$ cat config.mk
export PLATFORM = sky130hd
export DESIGN_NAME = udp_rx_port_demux
export DESIGN_NICKNAME = d
export VERILOG_FILES = /design/src/rtl/urpd_pkg.sv /design/src/rtl/urpd_fifo.sv /design/src/rtl/urpd_front.sv /design/src/rtl/urpd_back.sv /design/src/rtl/udp_rx_port_demux.sv
export SDC_FILE = /design/constraint.sdc
export NUM_CORES = 1
export LEC_CHECK = 0
export BUFFER_PORTS_ARGS = -buffer_cell sky130_fd_sc_hd__buf_4
export CAP_MARGIN = 20
export CORE_UTILIZATION = 52
export CTS_CLUSTER_SIZE = 30
export DETAILED_ROUTE_END_ITERATION = 7
export GPL_ROUTABILITY_DRIVEN = 0
export PLACE_DENSITY_LB_ADDON = 0.3
export RECOVER_POWER = 50
export SYNTH_ARGS = -nofsm -noshare
export SYNTH_HDL_FRONTEND = slang
export SYNTH_HIERARCHICAL = 1
export SYNTH_SLANG_ARGS = --single-unit
$ cat constraint.sdc
create_clock -name i_clk -period 6.5 [get_ports i_clk]
set_input_delay 0.65 -clock i_clk [delete_from_list [all_inputs] [get_ports i_clk]]
set_output_delay 0.65 -clock i_clk [all_outputs]
set_load 0.01 [all_outputs]
$ cat src/rtl/urpd_pkg.sv
`default_nettype none
package urpd_pkg;

    localparam int NUM_SLOTS_DEFAULT = 8;
    localparam int QUEUE_DEPTH       = 4;

    localparam logic [15:0] HDR_LEN    = 16'd8;
    localparam logic [15:0] POS_MAX    = 16'hFFFF;
    localparam logic [15:0] POS_SRC_HI = 16'd0;
    localparam logic [15:0] POS_SRC_LO = 16'd1;
    localparam logic [15:0] POS_DST_HI = 16'd2;
    localparam logic [15:0] POS_DST_LO = 16'd3;
    localparam logic [15:0] POS_LEN_HI = 16'd4;
    localparam logic [15:0] POS_LEN_LO = 16'd5;
    localparam logic [15:0] POS_CHECK  = 16'd7;

    localparam logic OP_DATA     = 1'b0;
    localparam logic OP_REGISTER = 1'b1;

    typedef struct packed {
        logic        op;
        logic [7:0]  data_byte;
        logic [15:0] buffer_length;
        logic [31:0] source_address;
        logic [15:0] register_port;
        logic        buffer_end;
    } t_in_word;

    typedef struct packed {
        logic [2:0]  handler_slot;
        logic [31:0] sender_address;
        logic [15:0] sender_port;
        logic [15:0] target_port;
        logic [7:0]  payload_byte;
        logic        byte_valid;
        logic [15:0] payload_length;
        logic        final_byte;
    } t_out_word;

    typedef enum logic [1:0] {
        CMD_REG  = 2'd0,
        CMD_EVAL = 2'd1,
        CMD_DATA = 2'd2
    } t_cmd_kind;

    typedef struct packed {
        t_cmd_kind   kind;
        logic [7:0]  data_byte;
        logic [15:0] reg_port;
        logic [15:0] source_port;
        logic [15:0] tgt_port;
        logic [15:0] length;
        logic [31:0] address;
        logic        len_ok;
        logic        in_range;
        logic        last;
        logic        buffer_end;
    } t_cmd_word;

endpackage
`default_nettype wire

$ cat src/rtl/urpd_fifo.sv
`default_nettype none
module urpd_fifo #(
    parameter type t_word = logic,
    parameter int  DEPTH  = 4
) (
    input  wire logic  i_clk,
    input  wire logic  i_rst_n,
    input  wire logic  i_push,
    input  wire t_word i_wdata,
    output logic       o_full,
    input  wire logic  i_pop,
    output t_word      o_rdata,
    output logic       o_empty
);
    localparam int PTR_W = (DEPTH > 1) ? $clog2(DEPTH) : 1;

    t_word            r_mem [DEPTH];
    logic [PTR_W-1:0] r_wr_ptr, n_wr_ptr;
    logic [PTR_W-1:0] r_rd_ptr, n_rd_ptr;
    logic [PTR_W:0]   r_count, n_count;
    logic             do_push, do_pop;

    assign o_full  = (r_count == (PTR_W+1)'(DEPTH));
    assign o_empty = (r_count == '0);
    assign o_rdata = r_mem[r_rd_ptr];
    assign do_push = i_push & ~o_full;
    assign do_pop  = i_pop & ~o_empty;

    always_comb begin
        n_wr_ptr = r_wr_ptr;
        n_rd_ptr = r_rd_ptr;
        n_count  = r_count;
        if (do_push) begin
            n_wr_ptr = (r_wr_ptr == PTR_W'(DEPTH - 1)) ? '0 : r_wr_ptr + 1'b1;
        end
        if (do_pop) begin
            n_rd_ptr = (r_rd_ptr == PTR_W'(DEPTH - 1)) ? '0 : r_rd_ptr + 1'b1;
        end
        if (do_push && !do_pop) begin
            n_count = r_count + 1'b1;
        end else if (do_pop && !do_push) begin
            n_count = r_count - 1'b1;
        end
    end

    always_ff @(posedge i_clk) begin
        if (!i_rst_n) begin
            r_wr_ptr <= '0;
            r_rd_ptr <= '0;
            r_count  <= '0;
        end else begin
            r_wr_ptr <= n_wr_ptr;
            r_rd_ptr <= n_rd_ptr;
            r_count  <= n_count;
        end
    end

    always_ff @(posedge i_clk) begin
        if (do_push) begin
            r_mem[r_wr_ptr] <= i_wdata;
        end
    end

endmodule
`default_nettype wire

$ cat src/rtl/urpd_front.sv
`default_nettype none
module urpd_front (
    input  wire logic               i_clk,
    input  wire logic               i_rst_n,
    input  wire logic               i_accept,
    input  wire urpd_pkg::t_in_word i_in_word,
    output logic                    o_cmd_push,
    output urpd_pkg::t_cmd_word     o_cmd_word
);
    import urpd_pkg::*;

    logic [15:0] r_pos, n_pos;
    logic [15:0] r_source_port;
    logic [15:0] r_tgt_port;
    logic [15:0] r_length;
    logic [31:0] r_address;
    logic        data_item;
    logic [16:0] pos_next;

    assign data_item = i_accept && (i_in_word.op == OP_DATA);
    assign pos_next  = {1'b0, r_pos} + 17'd1;

    always_comb begin
        o_cmd_word             = '0;
        o_cmd_word.data_byte   = i_in_word.data_byte;
        o_cmd_word.reg_port    = i_in_word.register_port;
        o_cmd_word.source_port = r_source_port;
        o_cmd_word.tgt_port    = r_tgt_port;
        o_cmd_word.length      = r_length;
        o_cmd_word.address     = r_address;
        o_cmd_word.buffer_end  = i_in_word.buffer_end;
        o_cmd_word.len_ok      = (i_in_word.buffer_length >= HDR_LEN) && (r_length >= HDR_LEN)
                                 && (r_length <= i_in_word.buffer_length);
        o_cmd_word.in_range    = (r_pos < r_length);
        o_cmd_word.last        = (pos_next == {1'b0, r_length}) || i_in_word.buffer_end;
        o_cmd_push             = 1'b0;
        if (i_in_word.op == OP_REGISTER) begin
            o_cmd_word.kind = CMD_REG;
            o_cmd_push      = i_accept;
        end else if (r_pos == POS_CHECK) begin
            o_cmd_word.kind = CMD_EVAL;
            o_cmd_push      = i_accept;
        end else begin
            // header bytes are absorbed here; only payload travels on
            o_cmd_word.kind = CMD_DATA;
            o_cmd_push      = i_accept && (r_pos > POS_CHECK);
        end
    end

    always_comb begin
        n_pos = r_pos;
        if (data_item) begin
            if (i_in_word.buffer_end) begin
                n_pos = '0;
            end else if (r_pos != POS_MAX) begin
                n_pos = pos_next[15:0];
            end
        end
    end

    always_ff @(posedge i_clk) begin
        if (!i_rst_n) begin
            r_pos <= '0;
        end else begin
            r_pos <= n_pos;
        end
    end

    always_ff @(posedge i_clk) begin
        if (data_item) begin
            case (r_pos)
                POS_SRC_HI: begin
                    r_address     <= i_in_word.source_address;
                    r_source_port <= {i_in_word.data_byte, 8'h00};
                end
                POS_SRC_LO: r_source_port <= {r_source_port[15:8], i_in_word.data_byte};
                POS_DST_HI: r_tgt_port    <= {i_in_word.data_byte, 8'h00};
                POS_DST_LO: r_tgt_port    <= {r_tgt_port[15:8], i_in_word.data_byte};
                POS_LEN_HI: r_length      <= {i_in_word.data_byte, 8'h00};
                POS_LEN_LO: r_length      <= {r_length[15:8], i_in_word.data_byte};
                default: begin
                end
            endcase
        end
    end

endmodule
`default_nettype wire

$ cat src/rtl/urpd_back.sv
`default_nettype none
module urpd_back #(
    parameter int NUM_SLOTS = urpd_pkg::NUM_SLOTS_DEFAULT
) (
    input  wire logic                i_clk,
    input  wire logic                i_rst_n,
    input  wire logic                i_cmd_empty,
    input  wire urpd_pkg::t_cmd_word i_cmd_word,
    output logic                     o_cmd_pop,
    input  wire logic                i_res_full,
    output logic                     o_res_push,
    output urpd_pkg::t_out_word      o_res_word
);
    import urpd_pkg::*;

    logic [15:0]          r_slot_port [NUM_SLOTS];
    logic                 r_delivering, n_delivering;
    logic [2:0]           r_slot;
    logic [15:0]          r_source_port;
    logic [15:0]          r_tgt_port;
    logic [15:0]          r_pay_len;
    logic [31:0]          r_address;
    logic                 take;
    logic                 any_hit;
    logic [2:0]           hit_slot;
    logic [NUM_SLOTS-1:0] free_sel;
    logic                 free_found;
    logic                 is_eval, is_data, is_reg;
    logic                 eval_ok;
    logic                 emit_eval, emit_data;
    logic [15:0]          eval_pay_len;

    assign take      = ~i_cmd_empty & ~i_res_full;
    assign o_cmd_pop = take;
    assign is_eval   = take && (i_cmd_word.kind == CMD_EVAL);
    assign is_data   = take && (i_cmd_word.kind == CMD_DATA);
    assign is_reg    = take && (i_cmd_word.kind == CMD_REG);

    // lowest matching slot wins; lowest empty slot takes a registration
    always_comb begin
        any_hit    = 1'b0;
        hit_slot   = '0;
        free_sel   = '0;
        free_found = 1'b0;
        for (int i = NUM_SLOTS - 1; i >= 0; i--) begin
            if (r_slot_port[i] != '0 && r_slot_port[i] == i_cmd_word.tgt_port) begin
                any_hit  = 1'b1;
                hit_slot = 3'(i);
            end
        end
        for (int i = 0; i < NUM_SLOTS; i++) begin
            if (!free_found && r_slot_port[i] == '0) begin
                free_sel[i] = 1'b1;
                free_found  = 1'b1;
            end
        end
    end

    assign eval_ok      = i_cmd_word.len_ok && any_hit;
    assign eval_pay_len = i_cmd_word.length - HDR_LEN;
    assign emit_eval    = is_eval && eval_ok && (i_cmd_word.length == HDR_LEN);
    assign emit_data    = is_data && r_delivering && i_cmd_word.in_range;
    assign o_res_push   = emit_eval || emit_data;

    always_comb begin
        o_res_word = '0;
        if (is_eval) begin
            o_res_word.handler_slot   = hit_slot;
            o_res_word.sender_address = i_cmd_word.address;
            o_res_word.sender_port    = i_cmd_word.source_port;
            o_res_word.target_port    = i_cmd_word.tgt_port;
            o_res_word.payload_length = eval_pay_len;
            o_res_word.final_byte     = 1'b1;
        end else begin
            o_res_word.handler_slot   = r_slot;
            o_res_word.sender_address = r_address;
            o_res_word.sender_port    = r_source_port;
            o_res_word.target_port    = r_tgt_port;
            o_res_word.payload_length = r_pay_len;
            o_res_word.payload_byte   = i_cmd_word.data_byte;
            o_res_word.byte_valid     = 1'b1;
            o_res_word.final_byte     = i_cmd_word.last;
        end
    end

    always_comb begin
        n_delivering = r_delivering;
        if (is_eval) begin
            n_delivering = eval_ok && (i_cmd_word.length != HDR_LEN)
                           && !i_cmd_word.buffer_end;
        end else if (is_data) begin
            if (i_cmd_word.buffer_end || (emit_data && i_cmd_word.last)) begin
                n_delivering = 1'b0;
            end
        end
    end

    always_ff @(posedge i_clk) begin
        if (!i_rst_n) begin
            r_delivering <= 1'b0;
            for (int i = 0; i < NUM_SLOTS; i++) begin
                r_slot_port[i] <= '0;
            end
        end else begin
            r_delivering <= n_delivering;
            if (is_reg && i_cmd_word.reg_port != '0) begin
                for (int i = 0; i < NUM_SLOTS; i++) begin
                    if (free_sel[i]) begin
                        r_slot_port[i] <= i_cmd_word.reg_port;
                    end
                end
            end
        end
    end

    // hold the header of the datagram being delivered
    always_ff @(posedge i_clk) begin
        if (is_eval) begin
            r_source_port <= i_cmd_word.source_port;
            r_tgt_port    <= i_cmd_word.tgt_port;
            r_pay_len     <= eval_pay_len;
            r_address     <= i_cmd_word.address;
            if (eval_ok) begin
                r_slot <= hit_slot;
            end
        end
    end

endmodule
`default_nettype wire

$ cat src/rtl/udp_rx_port_demux.sv
// UDP receive port demultiplexer.
// Input queue side: present a word on i_in_word with push high; it is taken
// at a clock edge where full is low. A word is either one byte of a received
// datagram buffer or a request to register a port in the handler table.
// Output queue side: while empty is low the oldest result stands on
// o_out_word; pop high takes it. Each accepted datagram with a registered
// destination port gives one result per payload byte, or a single no-byte
// result for an empty payload; dropped datagrams give nothing.
// One word is accepted per cycle while full is low. A result passes through
// two registered queues: the command queue behind the header parser, then
// the result queue behind the port matcher, whose parallel compare over all
// slots sets the cycle. Both queues hold four words.
// When pop stays low, results gather in the result queue, the matcher then
// stops taking commands and full rises once the command queue fills.
// Reset empties both queues, clears the port table and restarts parsing;
// push may be raised in the first cycle after reset.
`default_nettype none
module udp_rx_port_demux #(
    parameter int NUM_SLOTS = urpd_pkg::NUM_SLOTS_DEFAULT
) (
    input  wire logic               i_clk,
    input  wire logic               i_rst_n,
    input  wire logic               push,
    output logic                    full,
    input  wire urpd_pkg::t_in_word i_in_word,
    output logic                    empty,
    input  wire logic               pop,
    output urpd_pkg::t_out_word     o_out_word
);
    import urpd_pkg::*;

    logic      accept;
    logic      cmd_push, cmd_pop, cmd_empty;
    t_cmd_word cmd_in, cmd_out;
    logic      res_push, res_full;
    t_out_word res_in;

    assign accept = push & ~full;

    urpd_front u_front (
        .i_clk      (i_clk),
        .i_rst_n    (i_rst_n),
        .i_accept   (accept),
        .i_in_word  (i_in_word),
        .o_cmd_push (cmd_push),
        .o_cmd_word (cmd_in)
    );

    urpd_fifo #(
        .t_word (t_cmd_word),
        .DEPTH  (QUEUE_DEPTH)
    ) u_cmd_queue (
        .i_clk   (i_clk),
        .i_rst_n (i_rst_n),
        .i_push  (cmd_push),
        .i_wdata (cmd_in),
        .o_full  (full),
        .i_pop   (cmd_pop),
        .o_rdata (cmd_out),
        .o_empty (cmd_empty)
    );

    urpd_back #(
        .NUM_SLOTS (NUM_SLOTS)
    ) u_back (
        .i_clk       (i_clk),
        .i_rst_n     (i_rst_n),
        .i_cmd_empty (cmd_empty),
        .i_cmd_word  (cmd_out),
        .o_cmd_pop   (cmd_pop),
        .i_res_full  (res_full),
        .o_res_push  (res_push),
        .o_res_word  (res_in)
    );

    urpd_fifo #(
        .t_word (t_out_word),
        .DEPTH  (QUEUE_DEPTH)
    ) u_res_queue (
        .i_clk   (i_clk),
        .i_rst_n (i_rst_n),
        .i_push  (res_push),
        .i_wdata (res_in),
        .o_full  (res_full),
        .i_pop   (pop),
        .o_rdata (o_out_word),
        .o_empty (empty)
    );

    a_result_needs_command: assert property (@(posedge i_clk) disable iff (!i_rst_n)
        res_push |-> (cmd_pop && !cmd_empty && !res_full))
        else $error("result written without a command taken");

    a_empty_payload_is_final: assert property (@(posedge i_clk) disable iff (!i_rst_n)
        (!empty && !o_out_word.byte_valid) |-> o_out_word.final_byte)
        else $error("no-byte result not marked final");

    a_empty_payload_zero: assert property (@(posedge i_clk) disable iff (!i_rst_n)
        (!empty && !o_out_word.byte_valid) |-> (o_out_word.payload_byte == '0))
        else $error("no-byte result carries a byte");

    a_reset_empties: assert property (@(posedge i_clk)
        !i_rst_n |=> (empty && !full))
        else $error("queues not empty after reset");

endmodule
`default_nettype wire
==> results of run 1 <==
synth_stat cells, types with 3 or more instances:
cell type / number / area share
o22ai_1: 3 / 0.00041
and2_1: 29 / 0.0039
nor2_1: 138 / 0.011
a2111oi_0: 3 / 0.00057
nor4_1: 77 / 0.010
xor2_1: 137 / 0.026
a21boi_0: 13 / 0.0021
clkbuf_1: 38 / 0.0031
nand2b_1: 4 / 0.00054
and4_2: 3 / 0.00065
or3_1: 9 / 0.0012
nor2b_1: 42 / 0.0057
nand3_1: 14 / 0.0015
o211ai_1: 4 / 0.00065
edfxtp_1: 1103 / 0.72
nand2_1: 308 / 0.025
o31ai_1: 3 / 0.00049
xnor2_1: 22 / 0.0042
dfxtp_1: 35 / 0.015
ha_1: 49 / 0.013
and4_1: 7 / 0.0013
o311ai_0: 3 / 0.00057
nor3_1: 19 / 0.0021
nor4_2: 7 / 0.0019
o21a_1: 3 / 0.00049
a21o_1: 11 / 0.0018
buf_6: 35 / 0.0085
nand4_1: 27 / 0.0037
o21ai_0: 30 / 0.0033
a31oi_1: 7 / 0.00095
nand3b_1: 7 / 0.0011
buf_2: 33 / 0.0036
inv_1: 64 / 0.0052
mux2i_1: 10 / 0.0022
and3_1: 17 / 0.0023
buf_4: 32 / 0.0052
mux4_2: 203 / 0.099
a21oi_1: 20 / 0.0022
nor3b_1: 4 / 0.00065
registers in the layout, indices dropped and copies added (netlist names), 16 cells and up, named ones only:
register               count
u_cmd_queue/r_mem        440
u_res_queue/r_mem        372
u_back/r_slot_port       128
u_back/r_address          32
u_front/r_address         32
u_back/r_pay_len          16
u_back/r_source_port      16
u_back/r_tgt_port         16
u_front/r_length          16
u_front/r_pos             16
u_front/r_source_port     16
u_front/r_tgt_port        16
logic make-up (layout without fill, tap and decap cells):
| family | after synthesis | count (layout) |
|---|---|---|
| xor+xnor | 159 | 159 |
| fa+ha+maj | 51 | 51 |
| compound gates | 117 | 117 |
| mux | 213 | 213 |
| buf+inv | 204 | 482 |
| flops | 1138 | 1138 |
| simple gates | 730 | 730 |
metal layers:
layer,vias up,GRT usage
li1,10500,-
met1,12300,0.312
met2,989,0.363
met3,158,0.0379
met4,0,0.0649
met5,-,0
through the flow:
step,power (mW),utilization,cell area [um2],hold WS (ps)
global placement,12.0,0.553,48300,465
detailed placement,12.1,0.553,48300,482
floorplan,11.1,-,46100,459
CTS,18.3,0.595,51900,83.6
global route,18.8,0.591,51600,127
finish,18.1,0.591,51600,156
worst max-delay path, cell delays in order (launching register included):
cell	delay, ps
dfxtp_4	700
buf_4	450
mux4_2	420
nor3_1	150
nand2_1	520
inv_6	770
nand3_1	130
o21ai_0	160
nor2b_1	510
and2_4	560
buf_4	460
power by group:
group / internal, mW / switching, mW
Clock: 3.63 / 2.66
Sequential: 8.78 / 0.264
Combinational: 1.05 / 1.75
Total: 13.5 / 4.67
worst max-delay path by stage:
stage	startpoint	depth (start not counted)	slack, ps	to
floorplan	flop	13	1190	u_res_queue/r_mem[0][0]$_DFFE_PP_
global placement	flop	10	1610	u_res_queue/r_mem[0][69]$_DFFE_PP_
detailed placement	flop	14	1490	u_res_queue/r_count[2]$_SDFFE_PN0P_
CTS	flop	10	1480	u_res_queue/r_mem[2][29]$_DFFE_PP_
global route	flop	14	700	u_res_queue/r_count[2]$_SDFFE_PN0P_
finish	flop	10	1230	u_res_queue/r_mem[2][29]$_DFFE_PP_
area by class of cell:
type | instances | area (um2)
fill | 6374 | 35700
multi-input combinational | 1270 | 11100
tap | 1155 | 1450
inverter | 65 | 249
clock inverter | 68 | 698
clock buffer | 138 | 2920
sequential | 1138 | 33800
timing repair buffer | 211 | 1330
==> out/metrics.cfg, run 1 <==
[route]
top_layer = met4
dr.pass1.iters = 7
route.met2.wl_um = 48400
wl_met3_um = 7490
drcViolationCount = 0
wire_per_inst_um = 24.6
detail-route-antenna-nets = 0
wirelength_um = 99700
via_count = 23900
wl_met1_um = 41500
drt_iter0_drc = 2227
routed_via_density = 5.90

[sta]
hold_violations = 0
relSlewSlack = -0.528
worst_pin_slew_ps = 2290
rsz0062_at_grt = false
clock.fmax_mhz = 190
setup_slack_ps = 1230
period_minus_slack_ps = 5270
finalClockSkew_ps = 70.1
slew_violations = 369
fin_tns_setup_ps = 0
period_share = 0.810
setup_viol = 0

[finish]
final_common_cell = edfxtp_1
drive_above_1_share = 0.181
syn_to_final_growth_pct = 11.8
antennaDiodeCount = 0
finalNonFillerCells = 4045
nNetsFinal = 2924
layout_common_cells = edfxtp_1 (1103), nand2_1 (308), mux4_2 (203)

[setup_path]
startpoint_type = flop
end_kind = flop
required_ps = 6790
crit-reg2reg-capture = u_res_queue/r_mem[2][29]$_DFFE_PP_
arrival_ps = 5550
ff2ff_path_depth = 10
crit_fanout = 86
reg2reg_slack_ps = 1230
critical_path_class = flop to flop

[global_routing]
grt_pass1_vias = 24200
grt_max_degree = 87
track_usage = 0.223
antenna_found_initial = 2
grt_pass1_wl_um = 150000
gr-total-overflow = 0

[run_status]
violations = capacitance limit, slew limit
outcome = complete, but fails checks

[floorplanning]
fp.dieArea_um2 = 89900
ios = 173
die_y_um = 300
row_count = 108
coreArea_um2 = 87300
initial_core_util = 0.528
fp.dieW_um = 300

[clock_network]
cts_tree = done
clock_latency_ps = 700
clock-sinks = 1138
clk_pin_slew_ps = 60
ctsLongestPathBuffers = 3
post_cts_buffers = 0
cts_buffers = 109
ctsHoldBuffers = 0
cts_resized = 0
root_buffer = clkbuf_16
htreeDepth = 3

[synth]
synth-edff-count = 1103
synth_area_um2 = 46100
synthMuxAreaShare = 0.101
synth_top_family_by_area = multiplexers
syn_avg_cell_area_um2 = 17.7
synth-main-ff-cell = edfxtp_1
ys_warn_count = 6
netlist_instances = 2612
synth_compound_area_frac = 0.0177
synth_xor_area_frac = 0.0302
synthSimpleGateAreaFrac = 0.0773
ys_ff_latch = 1138
seq_area_frac_synth = 0.733
synth_cell_type_count = 70
synth_nets = 2741
synthAdderAreaFrac = 0.0142
synth-async-reset-ratio = 0

[power_and_ir_drop]
p_leak_nw = 17.2
max-vdd-ir-drop_mv = 0.238
p_per_area_nw_per_um2 = 351

[placed_design]
dp_hpwl_um = 63600
placed_cells_incl_taps = 3837
portBuffers = 172
pre_cts_ws_ps = 1490

[worst_hold_path]
hold_path_end = u_front/r_address[18]$_DFFE_PP_
worstHoldStart = i_in_word[35]
hold_path_depth = 1
hp-class = input port to flop

[job]
drv_cap = 7

No activity file was read; power rests on OpenSTA's default activity.
==> inputs of run 2 (changes only) <==
clock period = 4.25 ns   (was 6.5 ns; I/O delays follow)
==> run 2 against run 1 <==
  * The flow still finishes with violations (capacitance limit, slew limit)
  * Die area is the same
  * Critical path depth up 6
  * Power increased by 54%
  * Wire length rose by 1.6%
==> out/metrics.cfg, run 2 (synthesized netlist as in run 1, its figures left out) <==
[run_status]
outcome = complete, but fails checks  ; unchanged
violations = capacitance limit, slew limit  ; unchanged

[route]
dr.pass1.iters = 6  ; was 7
detail-route-antenna-nets = 0  ; unchanged
wl_met1_um = 42400  ; was 41500 um
wl_met3_um = 7650  ; was 7490 um
top_layer = met4  ; unchanged
drcViolationCount = 0  ; unchanged
routed_via_density = 5.90  ; about the same
wire_per_inst_um = 24.3  ; was 24.6 um
route.met2.wl_um = 48900  ; was 48400 um
drt_iter0_drc = 2211  ; was 2227
wirelength_um = 101000  ; was 99700 um
via_count = 24700  ; was 23900

[clock_network]
root_buffer = clkbuf_16  ; unchanged
clock-sinks = 1138  ; unchanged
ctsLongestPathBuffers = 3  ; unchanged
cts_tree = done  ; unchanged
clock_latency_ps = 700  ; about the same
cts_buffers = 108  ; was 109
clk_pin_slew_ps = 60  ; about the same
htreeDepth = 3  ; unchanged

[floorplanning]
row_count = 108  ; unchanged
fp.dieArea_um2 = 89900  ; unchanged
coreArea_um2 = 87300  ; unchanged
fp.dieW_um = 300  ; unchanged
ios = 173  ; unchanged
initial_core_util = 0.528  ; unchanged
die_y_um = 300  ; unchanged

[sta]
period_minus_slack_ps = 4140  ; was 5270 ps
clock.fmax_mhz = 241  ; was 190 MHz
worst_pin_slew_ps = 2250  ; was 2290 ps
slew_violations = 34  ; was 369
hold_violations = 0  ; unchanged
fin_tns_setup_ps = 0  ; unchanged
relSlewSlack = -0.500  ; was -0.528
finalClockSkew_ps = 67.3  ; was 70.1 ps
period_share = 0.974  ; was 0.810
setup_viol = 0  ; unchanged

[power_and_ir_drop]
p_leak_nw = 17.7  ; was 17.2 nW
p_sw_mw = 7.17  ; was 4.67 mW
p_int_mw = 20.7  ; was 13.5 mW
p_sw_frac = 0.257  ; was 0.258
p_per_area_nw_per_um2 = 530  ; was 351 nW/um2
p_clk_frac = 0.343  ; was 0.347
max-vdd-ir-drop_mv = 0.338  ; was 0.238 mV
seqPwrFrac = 0.492  ; was 0.499
power.total_mw = 27.9  ; was 18.1 mW
combPwrFrac = 0.165  ; was 0.154

[setup_path]
ff2ff_path_depth = 16  ; was 10
end_kind = flop  ; unchanged
required_ps = 4870  ; was 6790 ps
reg2reg_slack_ps = 110  ; was 1230 ps
startpoint_type = flop  ; unchanged
cpPeakStageDelay_ps = 640  ; was 770 ps
crit_chain = buf_12 -> mux4_2 -> clkbuf_4 -> xor2_1 -> nor4_1 -> nand2_1 -> o32ai_4 -> nor4_4 -> o21ai_2 -> nor2b_4 -> ha_1 -> inv_1 -> fa_1 -> xor2_1 -> or3_1 -> a21boi_1  ; was buf_4 -> mux4_2 -> nor3_1 -> nand2_1 -> inv_6 -> nand3_1 -> o21ai_0 -> nor2b_1 -> and2_4 -> buf_4
cpMostUsedCell = xor2_1  ; was buf_4
slowest_stage = mux4_2  ; was inv_6
crit-reg2reg-capture = u_res_queue/r_count[2]$_SDFFE_PN0P_  ; was u_res_queue/r_mem[2][29]$_DFFE_PP_
arrival_ps = 4760  ; was 5550 ps
critical_path_class = flop to flop  ; unchanged
crit_fanout = 7  ; was 86

[finish]
finalNonFillerCells = 4177  ; was 4045
syn_to_final_growth_pct = 14.2  ; was 11.8%
nNetsFinal = 3058  ; was 2924
layout_common_cells = edfxtp_1 (1103), nand2_1 (307), mux4_2 (203)  ; was edfxtp_1 (1103), nand2_1 (308), mux4_2 (203)
regMostFlops = u_cmd_queue/r_mem  ; unchanged
post-route-util = 0.604  ; was 0.591
largest_reg_flops = 440  ; unchanged
final_common_cell = edfxtp_1  ; unchanged
reg.largest.list = u_cmd_queue/r_mem (440), u_res_queue/r_mem (372), u_back/r_slot_port (128)  ; unchanged
drive_above_1_share = 0.181  ; about the same
stdcell_area_um2 = 52700  ; was 51600 um2

[placed_design]
placed_cells_incl_taps = 3892  ; was 3837
placed_cell_area_um2 = 48900  ; was 48300 um2
portBuffers = 172  ; unchanged
dp_hpwl_um = 64400  ; was 63600 um

[worst_hold_path]
hold_path_end = u_cmd_queue/r_mem[0][109]$_DFFE_PP_  ; was u_front/r_address[18]$_DFFE_PP_
hold_path_depth = 2  ; was 1
worstHoldStart = i_in_word[73]  ; was i_in_word[35]
hp-class = input port to flop  ; unchanged

[global_routing]
grt_pass1_vias = 25000  ; was 24200
grt_pass1_wl_um = 153000  ; was 150000 um
grt_max_degree = 165  ; was 87
antenna_found_initial = 4  ; was 2
track_usage = 0.227  ; was 0.223
gr-total-overflow = 0  ; unchanged

[job]
drv_cap = 1  ; was 7

==> run 2: cell types whose count changed in the layout (fill, tap and decap cells not counted), sizes merged <==
| cell | delta |
|---|---|
| clkbuf | +82 |
| clkinvlp | +4 |
| dlygate4sd3 | +49 |
| diode | +1 |
| inv | -4 |
| clkinv | -13 |
| buf | +12 |
| bufinv | +1 |
==> run 2: per-stage QoR <==
stage / setup slack [ps] / hold slack [ps]
after CTS: 33.2 / 28.8
after global routing: -0.850 / 136
after global placement: 119 / 465
after floorplan: 327 / 459
final: 109 / 137
after detailed placement: -51.8 / 483
==> run 2: layer usage <==
layer / track usage / vias to the layer above
met2: 0.368 / 1087
met3: 0.0341 / 165
li1: - / 10700
met4: 0.0664 / 0
met1: 0.321 / 12700
met5: 0 / -
==> run 2: what timing repair did <==
item | 4_1_cts | 5_1_grt
setup endpoints to repair | 1 | 125
gates resized for setup | 1 | 13
pin swaps | 0 | 6
endpoints found under the hold margin | 100 | 0
hold buffers | 49 | 0
buffers inserted | 9 | 20
cloned | 0 | 1
==> run 2: power by group through the flow <==
| stage | clock, mW | combinational [mW] | sequential, mW |
|---|---|---|---|
| global route | 10.2 | 4.97 | 13.8 |
| global placement | 0 | 4.48 | 13.9 |
| floorplan | 0 | 3.16 | 13.8 |
| detailed placement | 0 | 4.63 | 13.9 |
| CTS | 9.76 | 4.75 | 13.7 |
| finish | 9.57 | 4.60 | 13.7 |
==> run 2: how the worst max path moves through the flow <==
| stage | start | end | slack (ps) | cells past startpoint |
|---|---|---|---|---|
| floorplan | flop | u_res_queue/r_count[2]$_SDFFE_PN0P_ | 330 | 18 |
| global placement | flop | u_res_queue/r_count[2]$_SDFFE_PN0P_ | 120 | 15 |
| detailed placement | flop | u_res_queue/r_count[2]$_SDFFE_PN0P_ | -50 | 15 |
| CTS | flop | u_res_queue/r_count[2]$_SDFFE_PN0P_ | 30 | 16 |
| global route | flop | u_res_queue/r_count[2]$_SDFFE_PN0P_ | -0.8 | 16 |
| finish | flop | u_res_queue/r_count[2]$_SDFFE_PN0P_ | 110 | 16 |
==> run 2: layout make-up <==
class | instances | area, um2
Tap cell | 1155 | 1450
Multi-Input combinational cell | 1270 | 11200
Antenna cell | 1 | 2.50
Inverter | 65 | 245
Sequential cell | 1138 | 33800
Clock inverter | 56 | 682
Clock buffer | 146 | 2910
Timing Repair Buffer | 346 | 2390
Fill cell | 6360 | 34600
==> run 2: worst max-delay path: cells and delay by family (launching register included) <==
kind	cells	cell delay (ps)
compound gates	3	580
simple gates	5	1150
fa+ha+maj	2	570
buf+inv	3	410
xor+xnor	2	310
mux	1	640
flops	1	420
